`src/rtl/tmrb_pkg.sv`:
```
// Package for the timer bank: command codes, FSM state type, fixed widths.
// No dependencies.
package tmrb_pkg;
	localparam int KIND_W = 2;
	localparam int IDX_W = 4;
	localparam int DLY_W = 32;
	localparam int MASK_W = 16;
	localparam int PORT_TIME_W = 48;

	typedef enum logic [KIND_W-1:0] {
		KIND_TICK  = 2'd0,
		KIND_START = 2'd1,
		KIND_STOP  = 2'd2,
		KIND_NONE  = 2'd3
	} kind_t;

	typedef enum logic [1:0] {
		ST_IDLE,
		ST_WALK,
		ST_DIV,
		ST_OUT
	} state_t;
endpackage

```
`src/rtl/tmrb_cell.sv`:
```
// One timer slot: holds its state and passes its record to the next cell on shift.
// Depends on tmrb_pkg.
module tmrb_cell
	import tmrb_pkg::*;
#(
	parameter int TW = 48
) (
	input  logic             clk,
	input  logic             arst_n,
	input  logic             shift,
	input  logic             clr,
	input  logic             in_run,
	input  logic [DLY_W-1:0] in_dly,
	input  logic [DLY_W-1:0] in_per,
	input  logic [TW-1:0]    in_start,
	input  logic [TW-1:0]    in_last,
	output logic             run,
	output logic [DLY_W-1:0] dly,
	output logic [DLY_W-1:0] per,
	output logic [TW-1:0]    start,
	output logic [TW-1:0]    last
);
	logic             run_q;
	logic [DLY_W-1:0] dly_q, per_q;
	logic [TW-1:0]    start_q, last_q;

	always_ff @(posedge clk or negedge arst_n) begin
		if (!arst_n) begin
			run_q <= 1'b0;
			dly_q <= '0;
			per_q <= '0;
			start_q <= '0;
			last_q <= '0;
		end else if (clr) begin
			run_q <= 1'b0;
			dly_q <= '0;
			per_q <= '0;
			start_q <= '0;
			last_q <= '0;
		end else if (shift) begin
			run_q <= in_run;
			dly_q <= in_dly;
			per_q <= in_per;
			start_q <= in_start;
			last_q <= in_last;
		end
	end

	assign run = run_q;
	assign dly = dly_q;
	assign per = per_q;
	assign start = start_q;
	assign last = last_q;
endmodule

```
`config.mk`:
```
export PLATFORM = sky130hd
export DESIGN_NAME = tmrb_cell
export DESIGN_NICKNAME = d
export VERILOG_FILES = /design/src/rtl/tmrb_pkg.sv /design/src/rtl/tmrb_cell.sv
export SDC_FILE = /design/constraint.sdc
export NUM_CORES = 1
export LEC_CHECK = 0
export ABC_CLOCK_PERIOD_IN_PS = 810
export BUFFER_PORTS_ARGS = -buffer_cell sky130_fd_sc_hd__buf_4
export CORE_AREA = 2 2 127 129
export CTS_BUF_LIST = sky130_fd_sc_hd__clkbuf_16
export CTS_CLUSTER_DIAMETER = 50
export DETAILED_ROUTE_END_ITERATION = 16
export DIE_AREA = 0 0 129 131
export GPL_TIMING_DRIVEN = 0
export HOLD_SLACK_MARGIN = 0.05
export PLACE_DENSITY = 0.74
export SYNTH_ARGS = -nofsm -noshare
export SYNTH_HDL_FRONTEND = slang
export SYNTH_SLANG_ARGS = --single-unit
```
`constraint.sdc`:
```
create_clock -name clk -period 0.81 [get_ports clk]
set_input_delay 0 -clock clk [delete_from_list [all_inputs] [get_ports clk]]
set_output_delay 0 -clock clk [all_outputs]
set_load 0.01 [all_outputs]
```
==> impl_metrics.yaml <==
outcome:
  violations: "hold timing, setup timing"
  outcome: "complete, but fails checks"
cells_and_area:
  area_growth_pct: 93.74
  final_nets: 1256
  drive_gt1_share_pct: 41.38
  finalNonFillerCells: 1318
  diodes: 0
timing:
  skew_ns: 0
  whs_ns: -0.3897
  clock.fmax_mhz: 1016
  setup-tns-final_ns: -25.87
  period_share_pct: 121.5
  finalSetupViolCount: 230
  fin_crit_ns: 0.9845
  drv_slew: 0
  worst_slack_ns: -0.1745
  slew_headroom_pct: 49.98
  grt_setup_unrepaired: "yes"
  worst_pin_slew_ns: 0.7503
  finalHoldViolations: 79
detailed_routing:
  avgViaCountPerCell: 4.868
  vias: 6416
  drtPass1Iterations: 4
  wire_per_inst_um: 19.68
  dr_wl_met2_um: 13890
  m1WireLength_um: 9380
  ant_nets: 0
  dr.max_layer_used: "met4"
  drt-total-wl_um: 25930
  drc_errors: 0
  drt_iter0_drc: 313
  wl_met3_um: 1679
global_routing:
  grt_pass1_wl_um: 36460
  grt_pass1_vias: 6994
  grt_max_degree: 83
  grt_usage_pct: 28.38
  antenna_found_initial: 0
  grt-ovfl-total: 0
cts:
  insertion_delay_ns: 0.42
  cts_max_level: 4
  cts.sinks: 161
  cts_buffers: 17
  postCtsHoldBufs: 162
  cts_tree: "yes"
  root_buffer: "clkbuf_16"
  clock_path_buffers: 2
  path_clk_slew_ns: 0.06
worst_setup_path:
  cp.buffers_inverters: 1
  endpoint_kind: "primary output"
  start_kind: "flip-flop"
  arrival_ns: 0.98
  critPathSlowestCell: "dfrtp_1"
  cp_cell_sequence: "buf_6"
  crit_fanout: 2
  cp_top_family: "flip-flops"
  crit_type: "reg -> out"
  crit_required_ns: 0.81
  slowest_delay_ns: 0.42
power_and_ir_drop:
  p_switching_uw: 5510
  p_leak_uw: 0.006639
  total_power_uw: 21490
  pwr-share-clk_pct: 37.6
  p_int_uw: 15980
  pwr-share-seq_pct: 41.4
  switching_share_pct: 25.64
  p_comb_share_pct: 21.0
  vdd_drop_max_mv: 1.254
  powerDensity_mw_per_mm2: 1686
synth:
  synthCells: 519
  ys_ff_latch: 161
  ys_seq_area_share_pct: 61.23
  ys_types: 8
  syn_avg_cell_area_um2: 12.68
  syn-num-nets: 684
  yosysWarnings: 0
  netlist_area_mm2: 0.006580
place:
  port_buffers: 323
  dpl.hpwl_um: 13990
  post-place-cells: 1059
  finalWeightedCongestion: 0.7716
  place_ws_ns: -0.5074
floorplanning:
  core-area_mm2: 0.01560
  die_w_um: 129
  row_count: 46
  initial_utilization_pct: 42.19
  io_pins: 326
  die_h_um: 131
  die_area_mm2: 0.01690
hold_path:
  min_path_type: "in -> async"
flow_run:
  cap_violations: 0
registers in the layout, summed over array words and instances (netlist names):
| signal | cells |
|---|---|
| start | 48 |
| dly | 32 |
| run | 1 |
| per | 32 |
| last | 48 |
per-stage QoR:
step	area [um2]	utilization (%)
global route	12750	81.73
finish	12750	81.73
detailed placement	9306	59.67
global placement	9275	59.47
CTS	12350	79.21
floorplan	6580	-
cells by family (layout without fill, tap and decap cells):
family                 Yosys count  in the layout  synth area share [%]
muxes                          161            161                 24.49
and+or+nand+nor                161            161                 9.184
DFF                            161            161                 61.23
buffers and inverters           36            619                 5.096
synthesized netlist by cell type:
cell type | count | share of area, %
nor2_1 | 161 | 9.2
buf_4 | 8 | 0.91
buf_12 | 9 | 2.7
buf_2 | 10 | 0.76
clkbuf_1 | 8 | 0.46
dfrtp_1 | 161 | 61
mux2i_1 | 161 | 24
buf_8 | 1 | 0.23
power by group through the flow:
stage | sequential (uW) | combinational, uW | clock, uW
2_1_floorplan | 9090 | 1070 | 0
3_3_place_gp | 8880 | 2970 | 0
3_5_place_dp | 8890 | 3080 | 0
4_1_cts | 8840 | 4130 | 8040
5_1_grt | 8920 | 4780 | 8520
6_report | 8890 | 4520 | 8080
cells in the final DEF (no fill, tap or decap), types with 2 or more instances in the layout:
cell type / n
dlygate4sd3_1: 162
dfrtp_1: 161
clkbuf_16: 17
inv_1: 2
nor2_1: 161
buf_12: 9
bufinv_16: 3
mux2i_2: 9
clkinvlp_4: 4
buf_2: 9
clkinv_1: 2
buf_4: 214
clkbuf_1: 7
buf_6: 185
mux2i_1: 151
cell type report:
| class | instances | area [um2] |
|---|---|---|
| Tap cell | 216 | 270.3 |
| Clock inverter | 13 | 148.9 |
| Fill cell | 753 | 2849 |
| Clock buffer | 17 | 425.4 |
| Multi-Input combinational cell | 322 | 2262 |
| Timing Repair Buffer | 554 | 5279 |
| Sequential cell | 161 | 4029 |
| Buffer | 35 | 334.1 |
per-layer routing:
layer	vias to the layer above	track usage, %
met2	313	51.76
met4	0	11.76
met1	3173	30.57
met5	-	0
li1	2854	-
met3	76	8.958
path summary, 6_finish.rpt:
kind	slack, ns	start	depth (start not counted)	endpoint
max in group asynchronous	0.35	arst_n	2	last[40]$_DFFE_PN0P_
max reg2reg	-0.14	start[42]$_DFFE_PN0P_	3	start[42]$_DFFE_PN0P_
min	-0.39	arst_n	1	start[35]$_DFFE_PN0P_
max	-0.17	dly[2]$_DFFE_PN0P_	1	dly[2]
min reg2reg	0.55	start[19]$_DFFE_PN0P_	2	start[19]$_DFFE_PN0P_
min in group clk	0.19	clr	3	start[22]$_DFFE_PN0P_
timing repair:
action	4_1_cts	5_1_grt
gates resized for setup	162	34
endpoints found under the setup margin	237	201
endpoints found under the hold margin	240	79
pin swaps	1	19
buffers inserted	33	35
No activity file was read; power rests on OpenSTA's default activity.
