`src/rtl/tmrb_pkg.sv`:
```
// Package for the timer bank: command codes, FSM state type, fixed widths.
// No dependencies.
package tmrb_pkg;
	localparam int KIND_W = 2;
	localparam int IDX_W = 4;
	localparam int DLY_W = 32;
	localparam int MASK_W = 16;
	localparam int PORT_TIME_W = 48;

	typedef enum logic [KIND_W-1:0] {
		KIND_TICK  = 2'd0,
		KIND_START = 2'd1,
		KIND_STOP  = 2'd2,
		KIND_NONE  = 2'd3
	} kind_t;

	typedef enum logic [1:0] {
		ST_IDLE,
		ST_WALK,
		ST_DIV,
		ST_OUT
	} state_t;
endpackage

```
`src/rtl/tmrb_div.sv`:
```
// Restoring divider, one quotient bit per cycle; returns q*d for the catch-up.
// Depends on tmrb_pkg.
module tmrb_div
	import tmrb_pkg::*;
#(
	parameter int TW = 48
) (
	input  logic             clk,
	input  logic             arst_n,
	input  logic             go,
	input  logic [TW-1:0]    num,
	input  logic [DLY_W-1:0] den,
	output logic             done,
	output logic [TW-1:0]    prod
);
	localparam int CW = $clog2(TW + 1);
	logic [DLY_W-1:0] rem_q, den_q;
	logic [TW-1:0]    num_q, prod_q;
	logic [CW-1:0]    cnt_q;
	logic             busy_q;
	logic [DLY_W+1:0] trial;
	logic [DLY_W:0]   shifted;

	// prod accumulates floor(num/den)*den directly: each quotient bit adds den<<k,
	// done MSB first as prod = 2*prod + den. The remainder stays below den.
	assign shifted = {rem_q, num_q[TW-1]};
	assign trial = {1'b0, shifted} - {2'b00, den_q};

	always_ff @(posedge clk or negedge arst_n) begin
		if (!arst_n) begin
			busy_q <= 1'b0;
			cnt_q <= '0;
			done <= 1'b0;
		end else begin
			done <= 1'b0;
			if (go) begin
				busy_q <= 1'b1;
				cnt_q <= CW'(TW);
			end else if (busy_q) begin
				if (cnt_q == CW'(1)) begin
					busy_q <= 1'b0;
					done <= 1'b1;
				end
				cnt_q <= cnt_q - CW'(1);
			end
		end
	end

	always_ff @(posedge clk) begin
		if (go) begin
			rem_q <= '0;
			num_q <= num;
			den_q <= den;
			prod_q <= '0;
		end else if (busy_q) begin
			num_q <= {num_q[TW-2:0], 1'b0};
			if (!trial[DLY_W+1]) begin
				rem_q <= trial[DLY_W-1:0];
				prod_q <= {prod_q[TW-2:0], 1'b0} + TW'(den_q);
			end else begin
				rem_q <= shifted[DLY_W-1:0];
				prod_q <= {prod_q[TW-2:0], 1'b0};
			end
		end
	end

	assign prod = prod_q;
endmodule

```
`config.mk`:
```
export PLATFORM = sky130hd
export DESIGN_NAME = tmrb_div
export DESIGN_NICKNAME = d
export VERILOG_FILES = /design/src/rtl/tmrb_pkg.sv /design/src/rtl/tmrb_div.sv
export SDC_FILE = /design/constraint.sdc
export NUM_CORES = 1
export LEC_CHECK = 0
export BUFFER_PORTS_ARGS = -buffer_cell sky130_fd_sc_hd__buf_4
export CAP_MARGIN = 10
export CORE_UTILIZATION = 53
export DETAILED_ROUTE_END_ITERATION = 8
export PLACE_DENSITY = 0.77
export SYNTH_ARGS = -nofsm -noshare
export SYNTH_HDL_FRONTEND = slang
export SYNTH_SLANG_ARGS = --single-unit
```
`constraint.sdc`:
```
create_clock -name clk -period 3.4 [get_ports clk]
set_clock_uncertainty 0.15 [all_clocks]
set_input_delay 0.17 -clock clk [delete_from_list [all_inputs] [get_ports clk]]
set_output_delay 0.17 -clock clk [all_outputs]
set_load 0.01 [all_outputs]
```
==> metrics <==
synthesized area=10,200 µm²; global routing's busiest layer=met2; Remaining Overflow, GRT=0; Critical Path RT=3600 ps; DRT antenna net count=0; CTS H-tree lvls=4; Syn Nets=1,246; crit-path most repeated cell=buf_4; Crit Path Class=register to register; final net count=1,547; vias=9,715; worst-path fanout max=6; max-cap viol count=0; largest stage delay on the critical path=380 ps; mean number of vias per cell=5.91; first-pass GRT wire length=48,000 µm; pre-CTS WS=-444 ps; CTS Sinks=168; Max VDD drop=0.000337 V; fin cells=1,644; Tot Pwr=5.11 mW; DIE HEIGHT=140 µm; worst hold slack=187 ps; WP data arrival=3680 ps; Initial Utilization=0.541; part of the Yosys area used for sequential elements=0.414; layout cell share with drive strength beyond 1=0.280; Area growth, synth to finish=37.7%; Placed Instances=1,522; drt wl/cell=18.9 µm; clock slew at reported path FFs=80 ps; crit end category=register; CTS tree=built; total CTS buffers=17; number of synthesized flops with an enable pin=80; Final min period=3480 ps; CTS Buffer Depth=2; compound-cell area share of the yosys netlist=0.197; Final Setup Violations=3; hold crit path type=primary input to register; I/O pin cnt=132; Mapped Cells=1,096; ys async rst share=0.0476; largest area contributor in the netlist=edfxtp_1; Least-Margin Pin Slew=869 ps; adder-cell share of the synthesized area=0.0841; initial antenna violation count=0; post-synth top area share=0.237; largest net degree at the start of global routing=61; XOR/XNOR Fraction of Synth Area=0.0552; Die X=140 µm; Root Buffer Master=clkbuf_16; worst path cell trace=ha_2 > inv_2 > fa_2 > nor2b_4 > o2111ai_4 > a2111oi_4 > buf_4 > nor2_1 > a31oi_1 > buf_4 > o211ai_1 > a21oi_2 > o21ai_2 > or3_1 > a311oi_2; # rows=50; status=finished, violations left; Final Hold Fails=0; Pleak=6.02 nW; Clk Latency, worst-skew pair=440 ps; combinational family with the most area after synthesis=compound AO/OA/AOI/OAI gates; Simple-Gate Fraction of Synth Area=0.150; Starting DRT DRC Count=650; met2 Track Usage GR=0.517; GRT Overall Usage=0.313; fin. max-slew vios=0; RD Place Congestion=0.967; # port buffers=131; core area=18,800 µm²; Syn. warnings=0; met3 Use GR=0.0609; post-synthesis mux area share=0.0621; Final period util=1.02; Global Route met1 Usage=0.400; HPWL Detailed=19,500 µm; vias in the first global route=9,452; Area contributors post-synth=edfxtp_1, dfxtp_1, ha_1; failing checks=setup timing; post-synthesis register bit count=168; syn avg cell area=9.26 µm²; sum of negative setup slack=-204 ps; CP startpoint kind=register; Slew HR=0.415; filler instances=1,283; drt pass-1 iters=5; Achievable Freq=287 MHz; Top FF cell, synth=edfxtp_1; RSZ-0062 raised after global routing=true; count leader, synth=nand2_1; die area=19,700 µm²; Worst Setup Slack, final=-78.3 ps; final wirelength=31,100 µm; Max stage delay cell, worst path=fa_2; Post-route DRC=0; antenna diode count=0; commonest cells in the netlist=nand2_1, nor2_1, dfxtp_1, edfxtp_1, a21oi_1; Synth cell types=68; PwrDens=365 nW/µm²
==> layout by cell type (no fill, tap or decap), types with 7 or more instances in the layout <==
master and n:
o21ai_1 9, edfxtp_1 80, o211ai_1 7, nor2b_1 9, clkbuf_16 18, mux2_2 47
nand3_1 21, nor2_1 98, o21a_1 11, a31oi_1 11, nor3_1 16, inv_1 46
o21ai_0 56, a311oi_1 28, mux2i_1 9, nand2b_1 8, nand2_1 134, a21oi_1 66
dfrtp_1 7, ha_1 61, dfxtp_1 80, xor2_1 28, a21oi_2 7, xnor2_1 36
and3_1 11, a21o_1 31, and2_1 8, dlygate4sd3_1 82, buf_4 243, a311oi_2 9
nand4_1 9, a211oi_1 8
==> flip-flops by register name (all words and copies together), names as in the netlist <==
name / count
num_q: 48
prod: 48
den_q: 32
rem_q: 32
cnt_q: 6
busy_q: 1
done: 1
==> path summary, 6_finish.rpt <==
| check | start | cells past startpoint | end | slack, ps |
|---|---|---|---|---|
| max | den_q[1]$_DFFE_PP_ | 15 | prod[39]$_SDFFE_PP0P_ | -80 |
| min | go | 2 | prod[11]$_SDFFE_PP0P_ | 190 |
| max reg2reg | den_q[1]$_DFFE_PP_ | 15 | prod[39]$_SDFFE_PP0P_ | -80 |
| min reg2reg | rem_q[14]$_SDFFE_PP0P_ | 2 | rem_q[14]$_SDFFE_PP0P_ | 340 |
| max in group asynchronous | arst_n | 3 | busy_q$_DFF_PN0_ | 2210 |
| min in group asynchronous | arst_n | 3 | cnt_q[0]$_DFFE_PN0P_ | 580 |
==> cell families after synthesis <==
family	count (synthesis)
AND/OR/NAND/NOR	338
AO/OA/AOI/OAI	303
adder cells (fa/ha/maj)	67
multiplexers	57
buffers and inverters	99
flip-flops	168
XOR/XNOR	64
==> layout make-up <==
cell class              count  area (µm²)  area share
flip-flops and latches    168        4210       0.301
inverters                  49         184      0.0132
clock inverters            15         179      0.0128
clock buffers              17         425      0.0304
well taps                 234         293      0.0209
multi-input cells         830        5940       0.425
repair buffers            331        2750       0.197
==> metal layers <==
layer  vias to the layer above  share of wire
met5                         -              0
met4                         0          0.034
met3                        73          0.072
met2                       411           0.48
met1                      4612           0.42
li1                       4619              -
==> power breakdown <==
part           internal [mW]  total (mW)  switching (mW)
Combinational          0.403       0.770           0.367
Sequential              2.25        2.32          0.0789
Clock                   1.06        2.01           0.956
Total                   3.71        5.11            1.40
==> worst max-delay path: cells and delay by family (launching register included) <==
family	cells	cell delay, ps
AND/OR/NAND/NOR	3	550
flip-flops	1	350
buffers and inverters	3	370
AO/OA/AOI/OAI	7	1410
adder cells (fa/ha/maj)	2	570
==> stage by stage <==
stage,util,cell area [µm²]
after floorplan,-,10200
after global placement,0.646,12100
after detailed placement,0.646,12100
after CTS,0.730,13700
after global routing,0.745,14000
final,0.745,14000
==> timing repair <==
action	in CTS	in global routing
hold buffers	82	0
endpoints found under the hold margin	88	0
setup endpoints to repair	19	66
gates resized for setup	25	45
gates cloned	1	1
setup buffers	4	5
pin swaps	25	20
No activity file was read; power rests on OpenSTA's default activity.
